### src/rtl/fpba_pkg.sv
// ----------------------------------------------------------------------------
// fpba_pkg
// Shared types and codes for the fit-policy block allocator.
// ----------------------------------------------------------------------------
`default_nettype none

package fpba_pkg;

  localparam int NUM_BLOCKS_DEF = 8;
  localparam int SIZE_BITS_DEF  = 16;

  localparam int AMOUNT_W = 16;
  localparam int INDEX_W  = 3;
  localparam int POLICY_W = 2;

  // command codes
  localparam logic CMD_LOAD  = 1'b0;
  localparam logic CMD_ALLOC = 1'b1;

  // placement policy codes; the unused code behaves as first fit
  localparam logic [POLICY_W-1:0] POL_FIRST = 2'd0;
  localparam logic [POLICY_W-1:0] POL_BEST  = 2'd1;
  localparam logic [POLICY_W-1:0] POL_WORST = 2'd2;

  typedef struct packed {
    logic                command;
    logic [INDEX_W-1:0]  load_index;
    logic [AMOUNT_W-1:0] amount;
  } request_t;

  typedef struct packed {
    logic               found;
    logic [INDEX_W-1:0] granted_index;
  } result_t;

endpackage

`default_nettype wire

### src/rtl/fit_policy_block_allocator_unit.sv
// ----------------------------------------------------------------------------
// fit_policy_block_allocator_unit
// Block allocator with first, best and worst fit placement.
// ----------------------------------------------------------------------------
// Usage:
//   Command channel: an item is taken on a clock edge with start high and
//   busy low. A load item writes one slot's capacity and frees the slot;
//   it completes at the accepting edge, gives no result and leaves busy low.
//   An allocate item raises busy while the capacity store is walked one
//   entry per cycle through its single read port, one comparator keeping
//   the running choice. busy stays high until the last entry is compared;
//   done then pulses for one cycle with result valid, and the chosen slot is
//   marked in use at the same edge. No new item is taken while busy; the
//   next item can be taken in the done cycle. Loads are taken one per cycle
//   while busy is low.
//   Configuration: cfg_valid/cfg_ready write the fit policy; cfg_ready is
//   always high and writes are expected only while idle.
//   Reset: policy returns to first fit and every slot reads as in use, so
//   nothing can be granted until loaded. Capacity contents are not cleared.
//   The result receiver cannot stall; done is a one-cycle strobe.
// ----------------------------------------------------------------------------
`default_nettype none

module fit_policy_block_allocator_unit #(
  parameter int NUM_BLOCKS = fpba_pkg::NUM_BLOCKS_DEF,
  parameter int SIZE_BITS  = fpba_pkg::SIZE_BITS_DEF
) (
  input  wire logic                              clk,
  input  wire logic                              rst,
  input  wire logic                              start,
  output logic                                   busy,
  input  wire fpba_pkg::request_t                request,
  output logic                                   done,
  output fpba_pkg::result_t                      result,
  input  wire logic                              cfg_valid,
  output logic                                   cfg_ready,
  input  wire logic [fpba_pkg::POLICY_W-1:0]     cfg_data
);

  localparam int IDX_W = (NUM_BLOCKS > 1) ? $clog2(NUM_BLOCKS) : 1;
  localparam int CMP_W = (SIZE_BITS > fpba_pkg::AMOUNT_W) ? SIZE_BITS : fpba_pkg::AMOUNT_W;
  localparam logic [IDX_W-1:0] LAST_IDX = IDX_W'(NUM_BLOCKS - 1);

  typedef enum logic [1:0] {
    ST_IDLE = 2'b01,
    ST_SCAN = 2'b10
  } state_t;

  state_t state;

  logic [fpba_pkg::POLICY_W-1:0] fit_policy;
  logic [NUM_BLOCKS-1:0]         in_use;
  logic [fpba_pkg::AMOUNT_W-1:0] req_amount;

  logic             issuing;
  logic [IDX_W-1:0] rd_addr;
  logic             rd_valid;
  logic [IDX_W-1:0] rd_idx;

  logic             have;
  logic [IDX_W-1:0] best_idx;
  logic [SIZE_BITS-1:0] best_cap;

  logic             have_next;
  logic [IDX_W-1:0] best_idx_next;
  logic [SIZE_BITS-1:0] best_cap_next;

  logic                 accept;
  logic                 is_load;
  logic                 slot_ok;
  logic [IDX_W+2:0]     load_wide;
  logic [IDX_W+2:0]     grant_wide;
  logic [SIZE_BITS-1:0] rdata;
  logic                 candidate;
  logic                 take;
  logic                 scan_end;

  assign accept    = start && !busy;
  assign is_load   = accept && (request.command == fpba_pkg::CMD_LOAD);
  assign slot_ok   = 32'(request.load_index) < 32'(NUM_BLOCKS);
  assign load_wide = {IDX_W'(0), request.load_index};
  assign busy      = (state == ST_SCAN);
  assign cfg_ready = 1'b1;

  fpba_cap_mem #(
    .DEPTH (NUM_BLOCKS),
    .WIDTH (SIZE_BITS),
    .AW    (IDX_W)
  ) u_cap_mem (
    .clk   (clk),
    .we    (is_load && slot_ok),
    .waddr (load_wide[IDX_W-1:0]),
    .wdata (SIZE_BITS'(request.amount)),
    .re    (busy && issuing),
    .raddr (rd_addr),
    .rdata (rdata)
  );

  // running choice; strict compares keep the lowest index on ties
  always_comb begin
    candidate = !in_use[rd_idx] && (CMP_W'(rdata) >= CMP_W'(req_amount));
    take = 1'b0;
    if (candidate) begin
      if (!have) begin
        take = 1'b1;
      end else if (fit_policy == fpba_pkg::POL_BEST) begin
        take = rdata < best_cap;
      end else if (fit_policy == fpba_pkg::POL_WORST) begin
        take = rdata > best_cap;
      end
    end
    have_next     = have || take;
    best_idx_next = take ? rd_idx : best_idx;
    best_cap_next = take ? rdata : best_cap;
    scan_end      = rd_valid && (rd_idx == LAST_IDX);
    grant_wide    = {3'b000, best_idx_next};
  end

  always_ff @(posedge clk) begin
    if (rst) begin
      state      <= ST_IDLE;
      fit_policy <= fpba_pkg::POL_FIRST;
      in_use     <= '1;
      issuing    <= 1'b0;
      rd_valid   <= 1'b0;
      have       <= 1'b0;
      done       <= 1'b0;
    end else begin
      done <= 1'b0;
      if (cfg_valid && cfg_ready) begin
        fit_policy <= cfg_data;
      end
      case (state)
        ST_IDLE: begin
          if (is_load && slot_ok) begin
            in_use[load_wide[IDX_W-1:0]] <= 1'b0;
          end
          if (accept && (request.command == fpba_pkg::CMD_ALLOC)) begin
            state   <= ST_SCAN;
            issuing <= 1'b1;
            have    <= 1'b0;
          end
        end
        ST_SCAN: begin
          rd_valid <= issuing;
          if (issuing && (rd_addr == LAST_IDX)) begin
            issuing <= 1'b0;
          end
          if (rd_valid) begin
            have <= have_next;
          end
          if (scan_end) begin
            state <= ST_IDLE;
            done  <= 1'b1;
            if (have_next) begin
              in_use[best_idx_next] <= 1'b1;
            end
          end
        end
        default: begin
          state <= ST_IDLE;
        end
      endcase
    end
  end

  // payload registers
  always_ff @(posedge clk) begin
    if (accept && (request.command == fpba_pkg::CMD_ALLOC)) begin
      req_amount <= request.amount;
      rd_addr    <= '0;
    end else if (busy && issuing && (rd_addr != LAST_IDX)) begin
      rd_addr <= rd_addr + 1'b1;
    end
    rd_idx <= rd_addr;
    if (rd_valid) begin
      best_idx <= best_idx_next;
      best_cap <= best_cap_next;
    end
    if (scan_end) begin
      result.found         <= have_next;
      result.granted_index <= have_next ? grant_wide[2:0] : '0;
    end
  end

endmodule

`default_nettype wire

### src/rtl/fpba_cap_mem.sv
// ----------------------------------------------------------------------------
// fpba_cap_mem
// Block capacity store: one write port, one read port, registered read data.
// ----------------------------------------------------------------------------
`default_nettype none

module fpba_cap_mem #(
  parameter int DEPTH = 8,
  parameter int WIDTH = 16,
  parameter int AW    = 3
) (
  input  wire logic             clk,
  input  wire logic             we,
  input  wire logic [AW-1:0]    waddr,
  input  wire logic [WIDTH-1:0] wdata,
  input  wire logic             re,
  input  wire logic [AW-1:0]    raddr,
  output logic      [WIDTH-1:0] rdata
);

  logic [WIDTH-1:0] mem [DEPTH];

  always_ff @(posedge clk) begin
    if (we) begin
      mem[waddr] <= wdata;
    end
  end

  always_ff @(posedge clk) begin
    if (re) begin
      rdata <= mem[raddr];
    end
  end

endmodule

`default_nettype wire

### config.mk
export PLATFORM = sky130hd
export DESIGN_NAME = fit_policy_block_allocator_unit
export DESIGN_NICKNAME = d
export VERILOG_FILES = /design/src/rtl/fpba_pkg.sv /design/src/rtl/fit_policy_block_allocator_unit.sv /design/src/rtl/fpba_cap_mem.sv
export SDC_FILE = /design/constraint.sdc
export NUM_CORES = 1
export LEC_CHECK = 0
export ABC_AREA = 1
export BUFFER_PORTS_ARGS = -buffer_cell sky130_fd_sc_hd__buf_4
export CORE_AREA = 2 2 141 143
export CTS_BUF_LIST = sky130_fd_sc_hd__clkbuf_4
export CTS_CLUSTER_DIAMETER = 80
export DETAILED_ROUTE_END_ITERATION = 12
export DIE_AREA = 0 0 143 145
export PLACE_DENSITY = 0.75
export SYNTH_ARGS = -nofsm -noshare
export SYNTH_HDL_FRONTEND = slang
export SYNTH_HIERARCHICAL = 1
export SYNTH_SLANG_ARGS = --single-unit
export TNS_END_PERCENT = 1
### constraint.sdc
create_clock -name clk -period 3.8 [get_ports clk]
set_input_delay 0.19 -clock clk [delete_from_list [all_inputs] [get_ports clk]]
set_output_delay 0.19 -clock clk [all_outputs]
set_load 0.01 [all_outputs]
* After elaboration in Yosys (flattened, before gate mapping)
Memory sizes are Yosys's and may differ from the RTL's. A register that Yosys moved wholly into a read port is not among the register bits. Cells that the tools add are included.
Word-level totals: output and inout bits 7, word-level logic and storage cells 89, memories 1, bits of input ports 26, RAM bits 128, register bits after elaboration 61
Memory list:
- u_cap_mem.mem | depth 8, width 16, read ports 1, clocked after memory_dff 1, wr ports 1, RTL line fpba_cap_mem.sv:21 | logic [WIDTH-1:0] mem [DEPTH];
Cells by class: equality and inequality tests 13, multiplexer cells 27, bitwise operators 5, reduce and logical (&&, ||, !) cells 20, add/sub/neg operators 1, order comparisons 8
Operator list (count):
- $mux 8 | 3
- $ge 16x16->1 | 1
- $gt 16x16->1 | 1
- $lt 16x16->1 | 1
- $pmux 8 s2 | 1
- $mux 1 | 14
- $lt 3x4->1 const B | 3
- $logic_and 1x1->1 | 10
- $and 8x8->8 | 1
- $ne 2x1->1 const B | 4
- $not 8->8 | 1
- $or 8x8->8 | 1
- $demux 1 s3 | 2
- $eq 3x3->1 const B | 2
- $ge 3x1->1 const B | 2
- $reduce_and 3->1 | 2
- $eq 2x1->1 const B | 2
- $eq 2x2->1 const B | 2
- $mux 2 | 2
- $ne 2x2->1 const B | 2
- $pmux 1 s2 | 2
- $pmux 2 s2 | 1
- $reduce_and 2->1 | 2
- $reduce_and 4->1 | 1
- other kinds (9) | 11

* Longest topological paths before layout
Gate-level depths: netlist of run 1.
depth in word-level cells 14, mapped depth 19, depth with buffers taken out 19

* Modules after synthesis
Netlist of run 1, hierarchy kept.
By module, submodules not included:
- fpba_cap_mem | cells each 587, sequential area each 4324.1 sq um, area each 6149.6 sq um, instances 1
- fit_policy_block_allocator_unit | cells each 348, sequential area each 1611.5 sq um, area each 3363.2 sq um, instances 1

* Worst setup path before layout of run 1
Ideal clock, no wire load.
path kind flip-flop to flip-flop, from register u_cap_mem.rdata[7], read port of u_cap_mem.mem, to register best_cap[0] (enable), stages on the path, launching flop included 10, data required time 3.412 ns, buffers on the path 0, data arrival time 2.131 ns, clock period less this slack 2.519 ns, library setup time 0.388 ns, setup slack 1.281 ns, cell sequence edfxtp_1 ha_1 a21o_1 nor2_1 nand2_1 nand2_1 nand3_1 nand3_4 nand2_8 nor2_1
Between the ends: word-level cells in the longest chain between the ends 6, elaborated cells between the ends (all ways) 9, classes of those cells order compare (3); mux (4); reduce/logical (2)
RTL lines:
- from (decl) | RTL line fpba_cap_mem.sv:18 | output logic [WIDTH-1:0] rdata
- $gt 16x16->1 | RTL line fit_policy_block_allocator_unit.sv:109 | take = rdata > best_cap;
- $mux 1 | RTL line fit_policy_block_allocator_unit.sv:108 | end else if (fit_policy == fpba_pkg::POL_WORST) begin
- $mux 1 | RTL line fit_policy_block_allocator_unit.sv:106 | end else if (fit_policy == fpba_pkg::POL_BEST) begin
- $mux 1 | RTL line fit_policy_block_allocator_unit.sv:104 | if (!have) begin
- $mux 1 (*) | RTL line fit_policy_block_allocator_unit.sv:103 | if (candidate) begin
- $reduce_and 2->1 (no line) (*)
- to (signal assigned) | RTL line fit_policy_block_allocator_unit.sv:178 | best_cap <= best_cap_next;
- to (decl) | RTL line fit_policy_block_allocator_unit.sv:62 | logic [SIZE_BITS-1:0] best_cap;
Every way passes the cells marked *; elsewhere a longest branch is shown, timed or not. A chain may end at the register's enable or synchronous reset.

* Worst setup path in the final report of run 1
from register u_cap_mem.rdata[7], read port of u_cap_mem.mem, to register best_cap[8] (enable)
Same word-level chain as after synthesis.

==> impl_results.md, run 1 <==
- Total Power: 4.45 mW
- Final worst path period need: 2290 ps
- Syn_area_per_cell: 10.2 sq um
- Status: complete, no violations
- WL final: 19400 um
- Wire length on met3: 1050 um
- Pwr Density: 406 nW/um^2
- Die area: 20700 sq um
- I/O Buffers: 31
- Die height: 145 um
- Max_cap viols: 0
- Vias per inst: 4.76
- Reg clk slew, reported paths: 70 ps
- Total number of vias: 6399
- Post-CTS Hold Fix Bufs: 28
- Drt first pass iters: 5
- Final slew viol count: 0
- Met2 WL post-DR: 9380 um
- Top post-synthesis cells by area: edfxtp_1, nand2_1, inv_1
- Hold Vio Cnt, Final: 0
- Worst EP arrival: 2580 ps
- Non-Filler Instances: 1344
- Post-route cell area: 10900 sq um
- Synthesized Nets: 995
- GP Congestion: 0.784
- Synth area leader: edfxtp_1
- Hold Crit Class: input port to register
- WL per Instance: 14.5 um
- Crit path max-delay cell type: edfxtp_1
- Post-Syn Instances: 935
- Mapped Area: 9510 sq um
- WS Path Type: register to register
- Worst-Skew Late Latency: 630 ps
- Synth warnings: 6
- CP max stage delay: 420 ps
- Root buf cell: clkbuf_4
- Final Core Density: 0.570
- Dpl cell area: 10000 sq um
- WP buf/inv: 1
- Clk sink count: 205
- Async S/R FF share, synth: 0
- CP Launch Type: register
- Rel. slew slack: 0.455
- GRT Total Usage: 0.194
- H-tree level count: 2
- HPWL after DPL: 11900 um
- Fmax: 438 MHz
- Top layer used by detailed routing: met4
- IO Count: 33
- Top-area cell type share of the netlist area: 0.578
- FF/Latch Area: 5940 sq um
- Setup crit end kind: register
- Final period utilization: 0.601
- Postcts setup bufs: 0
- Clock skew: 29.5 ps
- DR iter-0 viols: 383
- Commonest non-fill, non-tap cells in the layout: nand2_1, inv_1, edfxtp_1
- Vias in the first global route: 6358
- Initial antenna violation count: 1
- CTS tree: yes
- Inst Count DP: 1222
- Setup-failing EPs final: 0
- Final setup TNS: 0 ps
- Core ar.: 19200 sq um
- Multi-input logic area: 2630 sq um
- Crit-path cells: ha_1, a21o_1, nor2_1, nand2_1, nand2_1, nand3_1, nand3_4, nand2_8, nor2_1, buf_4
- Share of layout cells above drive strength 1: 0.163
- Routed met1 length: 8490 um
- Fill cells: 1645
- Layout Nets: 1097
- Die X: 143 um
- Top FF cell, synth: edfxtp_1
- First-pass GRT wire length: 31700 um
- Row count: 51
- Initial core utilization: 0.495
- RSZ-0062 raised after global routing: false
- Max Buffers Root-to-Sink: 3
- CP delay by family, top: simple AND/OR/NAND/NOR gates
- Total CTS buffers: 50
- Worst EP required: 4090 ps
- Largest net degree at the start of global routing: 69
- Leak Pwr: 4.89 nW
- Distinct cells, synth: 35
- Register area share after synthesis: 0.624
- DRC Markers: 0
- Yosys reg bits: 205
- Layout area overhead: 15.1%
- Worst vdd ir: 262 uV
- DRT antenna net count: 0
- Post-cts sizing count: 0
- Commonest non-fill, non-tap cell in the layout: nand2_1
- Crit Path Max Fanout: 16
- Total grt overflow: 0
- EDFF count, synth: 183
- Slew @ Worst Pin: 817 ps
-- cells by family after synthesis --
group | Yosys count | share of synthesized area
adders and majority gates | 34 | 0.0447
buffers and inverters | 226 | 0.0998
and+or+nand+nor | 420 | 0.197
other | 1 | 0.000394
AOI/OAI and AO/OA | 49 | 0.0342
DFF | 205 | 0.624
-- per-layer routing --
layer	vias to the layer above	track usage
li1	3224	-
met1	2974	0.254
met2	159	0.316
met3	42	0.0413
met4	0	0.0782
met5	-	0
-- final timing paths --
| kind | end | cells after the start | start | slack, ps |
|---|---|---|---|---|
| worst max-delay path | best_cap[8]$_DFFE_PP_ | 10 | u_cap_mem/rdata[7]$_DFFE_PP_ | 1510 |
| worst min-delay path | u_cap_mem/mem[6][12]$_DFFE_PP_ | 4 | request[19] | 200 |
| worst max register to register | best_cap[8]$_DFFE_PP_ | 10 | u_cap_mem/rdata[7]$_DFFE_PP_ | 1510 |
| worst min register to register | issuing$_SDFFE_PP0P_ | 2 | issuing$_SDFFE_PP0P_ | 460 |
-- worst reg2reg max path: stages (launching register included) --
cell	delay, ps
edfxtp_1	420
ha_1	310
a21o_1	190
nor2_1	120
nand2_1	90
nand2_1	80
nand3_1	110
nand3_4	170
nand2_8	110
nor2_1	100
buf_4	250
-- cells in the mapped netlist, types with 3 or more instances --
library cell and count:
a21oi_1 21, buf_2 12, buf_4 5, buf_6 8
dfxtp_1 22, edfxtp_1 183, ha_1 34, inv_1 193
inv_2 5, nand2_1 270, nand2_2 8, nand2_4 9
nand3_1 76, nand3_2 3, nand4_1 4, nor2_1 37
nor2_2 4, o21ai_0 9, o21bai_2 6, o41ai_1 6
-- per-stage QoR --
stage	setup WS (ps)	hold WS (ps)
after floorplan	1280	259
after global placement	1610	426
after detailed placement	1560	427
after CTS	1520	152
after global routing	1290	201
final	1510	198
-- registers in the layout (all words and copies together), names as in the netlist, 2 cells and up --
signal,flops
best_cap,16
state,2
fit_policy,2
rd_addr,3
req_amount,16
in_use,8
result,4
u_cap_mem/mem,128
rd_idx,3
u_cap_mem/rdata,16
best_idx,3
-- layout make-up --
| class | instances | area share |
|---|---|---|
| diodes | 1 | 0.000229 |
| repair buffers | 75 | 0.0578 |
| clock buffers | 78 | 0.0535 |
| well taps | 265 | 0.0303 |
| flip-flops and latches | 205 | 0.542 |
| multi-input cells | 504 | 0.241 |
| clock inverters | 15 | 0.00560 |
| inverters | 201 | 0.0696 |
-- report_power, final --
group | internal [mW] | switching [mW] | total, mW | leakage (nW)
logic | 0.0655 | 0.102 | 0.168 | 2.66
registers | 2.48 | 0.00860 | 2.49 | 1.84
clock network | 0.935 | 0.858 | 1.79 | 0.386
Power figures use the tool's default switching activity.
==> inputs of run 2 (changes only) <==
Clock period 3.8 ns to 2.22 ns, I/O delays scaled along.
==> impl_results.md, run 2 (synthesized netlist as in run 1, its figures left out) <==
- Status: complete, but fails checks
- Failing checks: negative setup slack
- Setup-failing EPs final: 8 (+8)
- WP buf/inv: 2 (+1)
- CP Launch Type: register
- Post-place setup slack: 53.5 ps (-1510 ps)
- Root buf cell: clkbuf_4
- Worst EP required: 2590 ps (-1500 ps)
- Setup crit end kind: register
- IO Count: 33 (unchanged)
- Share of layout cells above drive strength 1: 0.185 (+0.0219)
- FF/Latch Area: 5940 sq um (unchanged)
- CP max stage delay: 450 ps (+30 ps)
- Fill cells: 1556 (-5.4%)
- Leak Pwr: 4.94 nW (+1.1%)
- Layout area overhead: 17.5%
- Setup WS post-layout: -10.8 ps (-1530 ps)
- Multi-input logic area: 2750 sq um (+4.4%)
- Worst vdd ir: 408 uV (+56%)
- DRC Markers: 0 (unchanged)
- Non-Filler Instances: 1346 (+0.15%)
- I/O Buffers: 31 (unchanged)
- Total number of vias: 6396 (-0.047%)
- Max_cap viols: 0 (unchanged)
- Drt first pass iters: 5 (unchanged)
- Commonest non-fill, non-tap cell in the layout: nand2_1
- Largest net degree at the start of global routing: 65 (-5.8%)
- WS Path Type: register to register
- Reg clk slew, reported paths: 70 ps (about the same)
- HPWL after DPL: 11400 um (-3.7%)
- Crit path max-delay cell type: edfxtp_1
- Vias in the first global route: 6376 (+0.28%)
- Commonest non-fill, non-tap cells in the layout: nand2_1, inv_1, edfxtp_1
- Fmax: 448 MHz (+2.4%)
- Worst EP arrival: 2600 ps (+20 ps)
- Worst-Skew Late Latency: 670 ps (+40 ps)
- H-tree level count: 2 (unchanged)
- Final worst path period need: 2230 ps (-54.3 ps)
- CTS tree: yes
- Inst Count DP: 1223 (+0.082%)
- Die area: 20700 sq um (unchanged)
- Pwr Density: 687 nW/um^2 (+69%)
- Hold Crit Class: input port to register
- DRT antenna net count: 0 (unchanged)
- Slew @ Worst Pin: 770 ps (-47.4 ps)
- Total grt overflow: 0 (unchanged)
- Core ar.: 19200 sq um (unchanged)
- Total CTS buffers: 51 (+2.0%)
- Initial antenna violation count: 1 (unchanged)
- Max Buffers Root-to-Sink: 3 (unchanged)
- Die X: 143 um (unchanged)
- Initial core utilization: 0.495 (unchanged)
- Crit Path Max Fanout: 8 (-8)
- DR iter-0 viols: 397 (+3.7%)
- CP delay by family, top: simple AND/OR/NAND/NOR gates
- Vias per inst: 4.75 (-0.20%)
- Final slew viol count: 0 (unchanged)
- Largest Register: u_cap_mem/mem
- WL per Instance: 14.4 um (-0.40%)
- RSZ-0062 raised after global routing: true
- Die height: 145 um (unchanged)
- GRT Total Usage: 0.193 (-0.00112)
- Largest register FFs: 128 (unchanged)
- Layout Nets: 1104 (+0.64%)
- Crit-path cells: ha_4, nand4_1, nor3_2, nand3_1, nand3_2, nand2_4, inv_8, nand2_8, nor2_4, clkbuf_16
- Total Power: 7.68 mW (+73%)
- Final Core Density: 0.582 (+0.0123)
- Row count: 51 (unchanged)
- Rel. slew slack: 0.486 (+0.0318)
- Hold Vio Cnt, Final: 0 (unchanged)
- Clock skew: 42.3 ps (+12.8 ps)
- GP Congestion: 0.822 (+4.8%)
- First-pass GRT wire length: 31300 um (-1.2%)
- Final period utilization: 1.00 (+0.404)
- WL final: 19400 um (-0.25%)
- Clk sink count: 205 (unchanged)
-- run 2: cell count changes in the layout (fill, tap and decap cells not counted), moves of 3 or more --
cell,previous run,this run
nor2_2,4,8
buf_12,0,4
ha_4,0,6
inv_1,193,190
nand2_1,270,266
clkinv_1,14,11
ha_1,34,28
nor2_1,37,32
nand2_2,8,12
-- run 2: final timing paths --
path | slack (ps) | from | endpoint | depth (start not counted)
hold / removal | 40 | request[19] | in_use[7]$_SDFFE_PP1P_ | 5
setup reg to reg | -10 | u_cap_mem/rdata[10]$_DFFE_PP_ | best_cap[5]$_DFFE_PP_ | 10
setup / recovery | -10 | u_cap_mem/rdata[10]$_DFFE_PP_ | best_cap[5]$_DFFE_PP_ | 10
hold reg to reg | 390 | rd_addr[2]$_SDFFE_PP0P_ | rd_idx[2]$_DFF_P_ | 0
-- run 2: what timing repair did --
action	in CTS	in global routing
setup endpoints to repair	0	28
buffers inserted	0	4
hold buffers	28	0
resized for setup	0	20
hold endpoints to repair	160	0
-- run 2: layout make-up --
class / instances / area share
clock inverter: 13 / 0.00761
sequential: 205 / 0.531
timing repair buffer: 81 / 0.0667
clock buffer: 76 / 0.0510
multi-input combinational: 504 / 0.246
inverter: 201 / 0.0681
antenna: 1 / 0.000224
tap: 265 / 0.0297
-- run 2: worst reg2reg max path: cells and delay by family (launching register included) --
family	cells	cell delay, ps
adder cells (fa/ha/maj)	1	310
buffers and inverters	2	280
AND/OR/NAND/NOR	7	940
flip-flops	1	450
-- run 2: power by group --
part	internal, mW	switching [mW]
Sequential	4.24	0.0157
Combinational	0.118	0.179
Clock	1.68	1.45
-- run 2: metal layers --
layer	track usage	up-vias	routed length, um
met4	0.0856	0	506
met3	0.0403	44	1130
met2	0.317	184	9410
li1	-	3239	-
met1	0.247	2929	8330
met5	0	-	0
-- run 2: per-stage QoR --
step	hold WS [ps]	TNS (ps)	area (sq um)
after detailed placement	343	0	10100
after floorplan	180	-547	9520
final	40.5	-79.3	11200
after CTS	50.2	0	11000
after global routing	59.0	-2910	11200
after global placement	344	0	10100
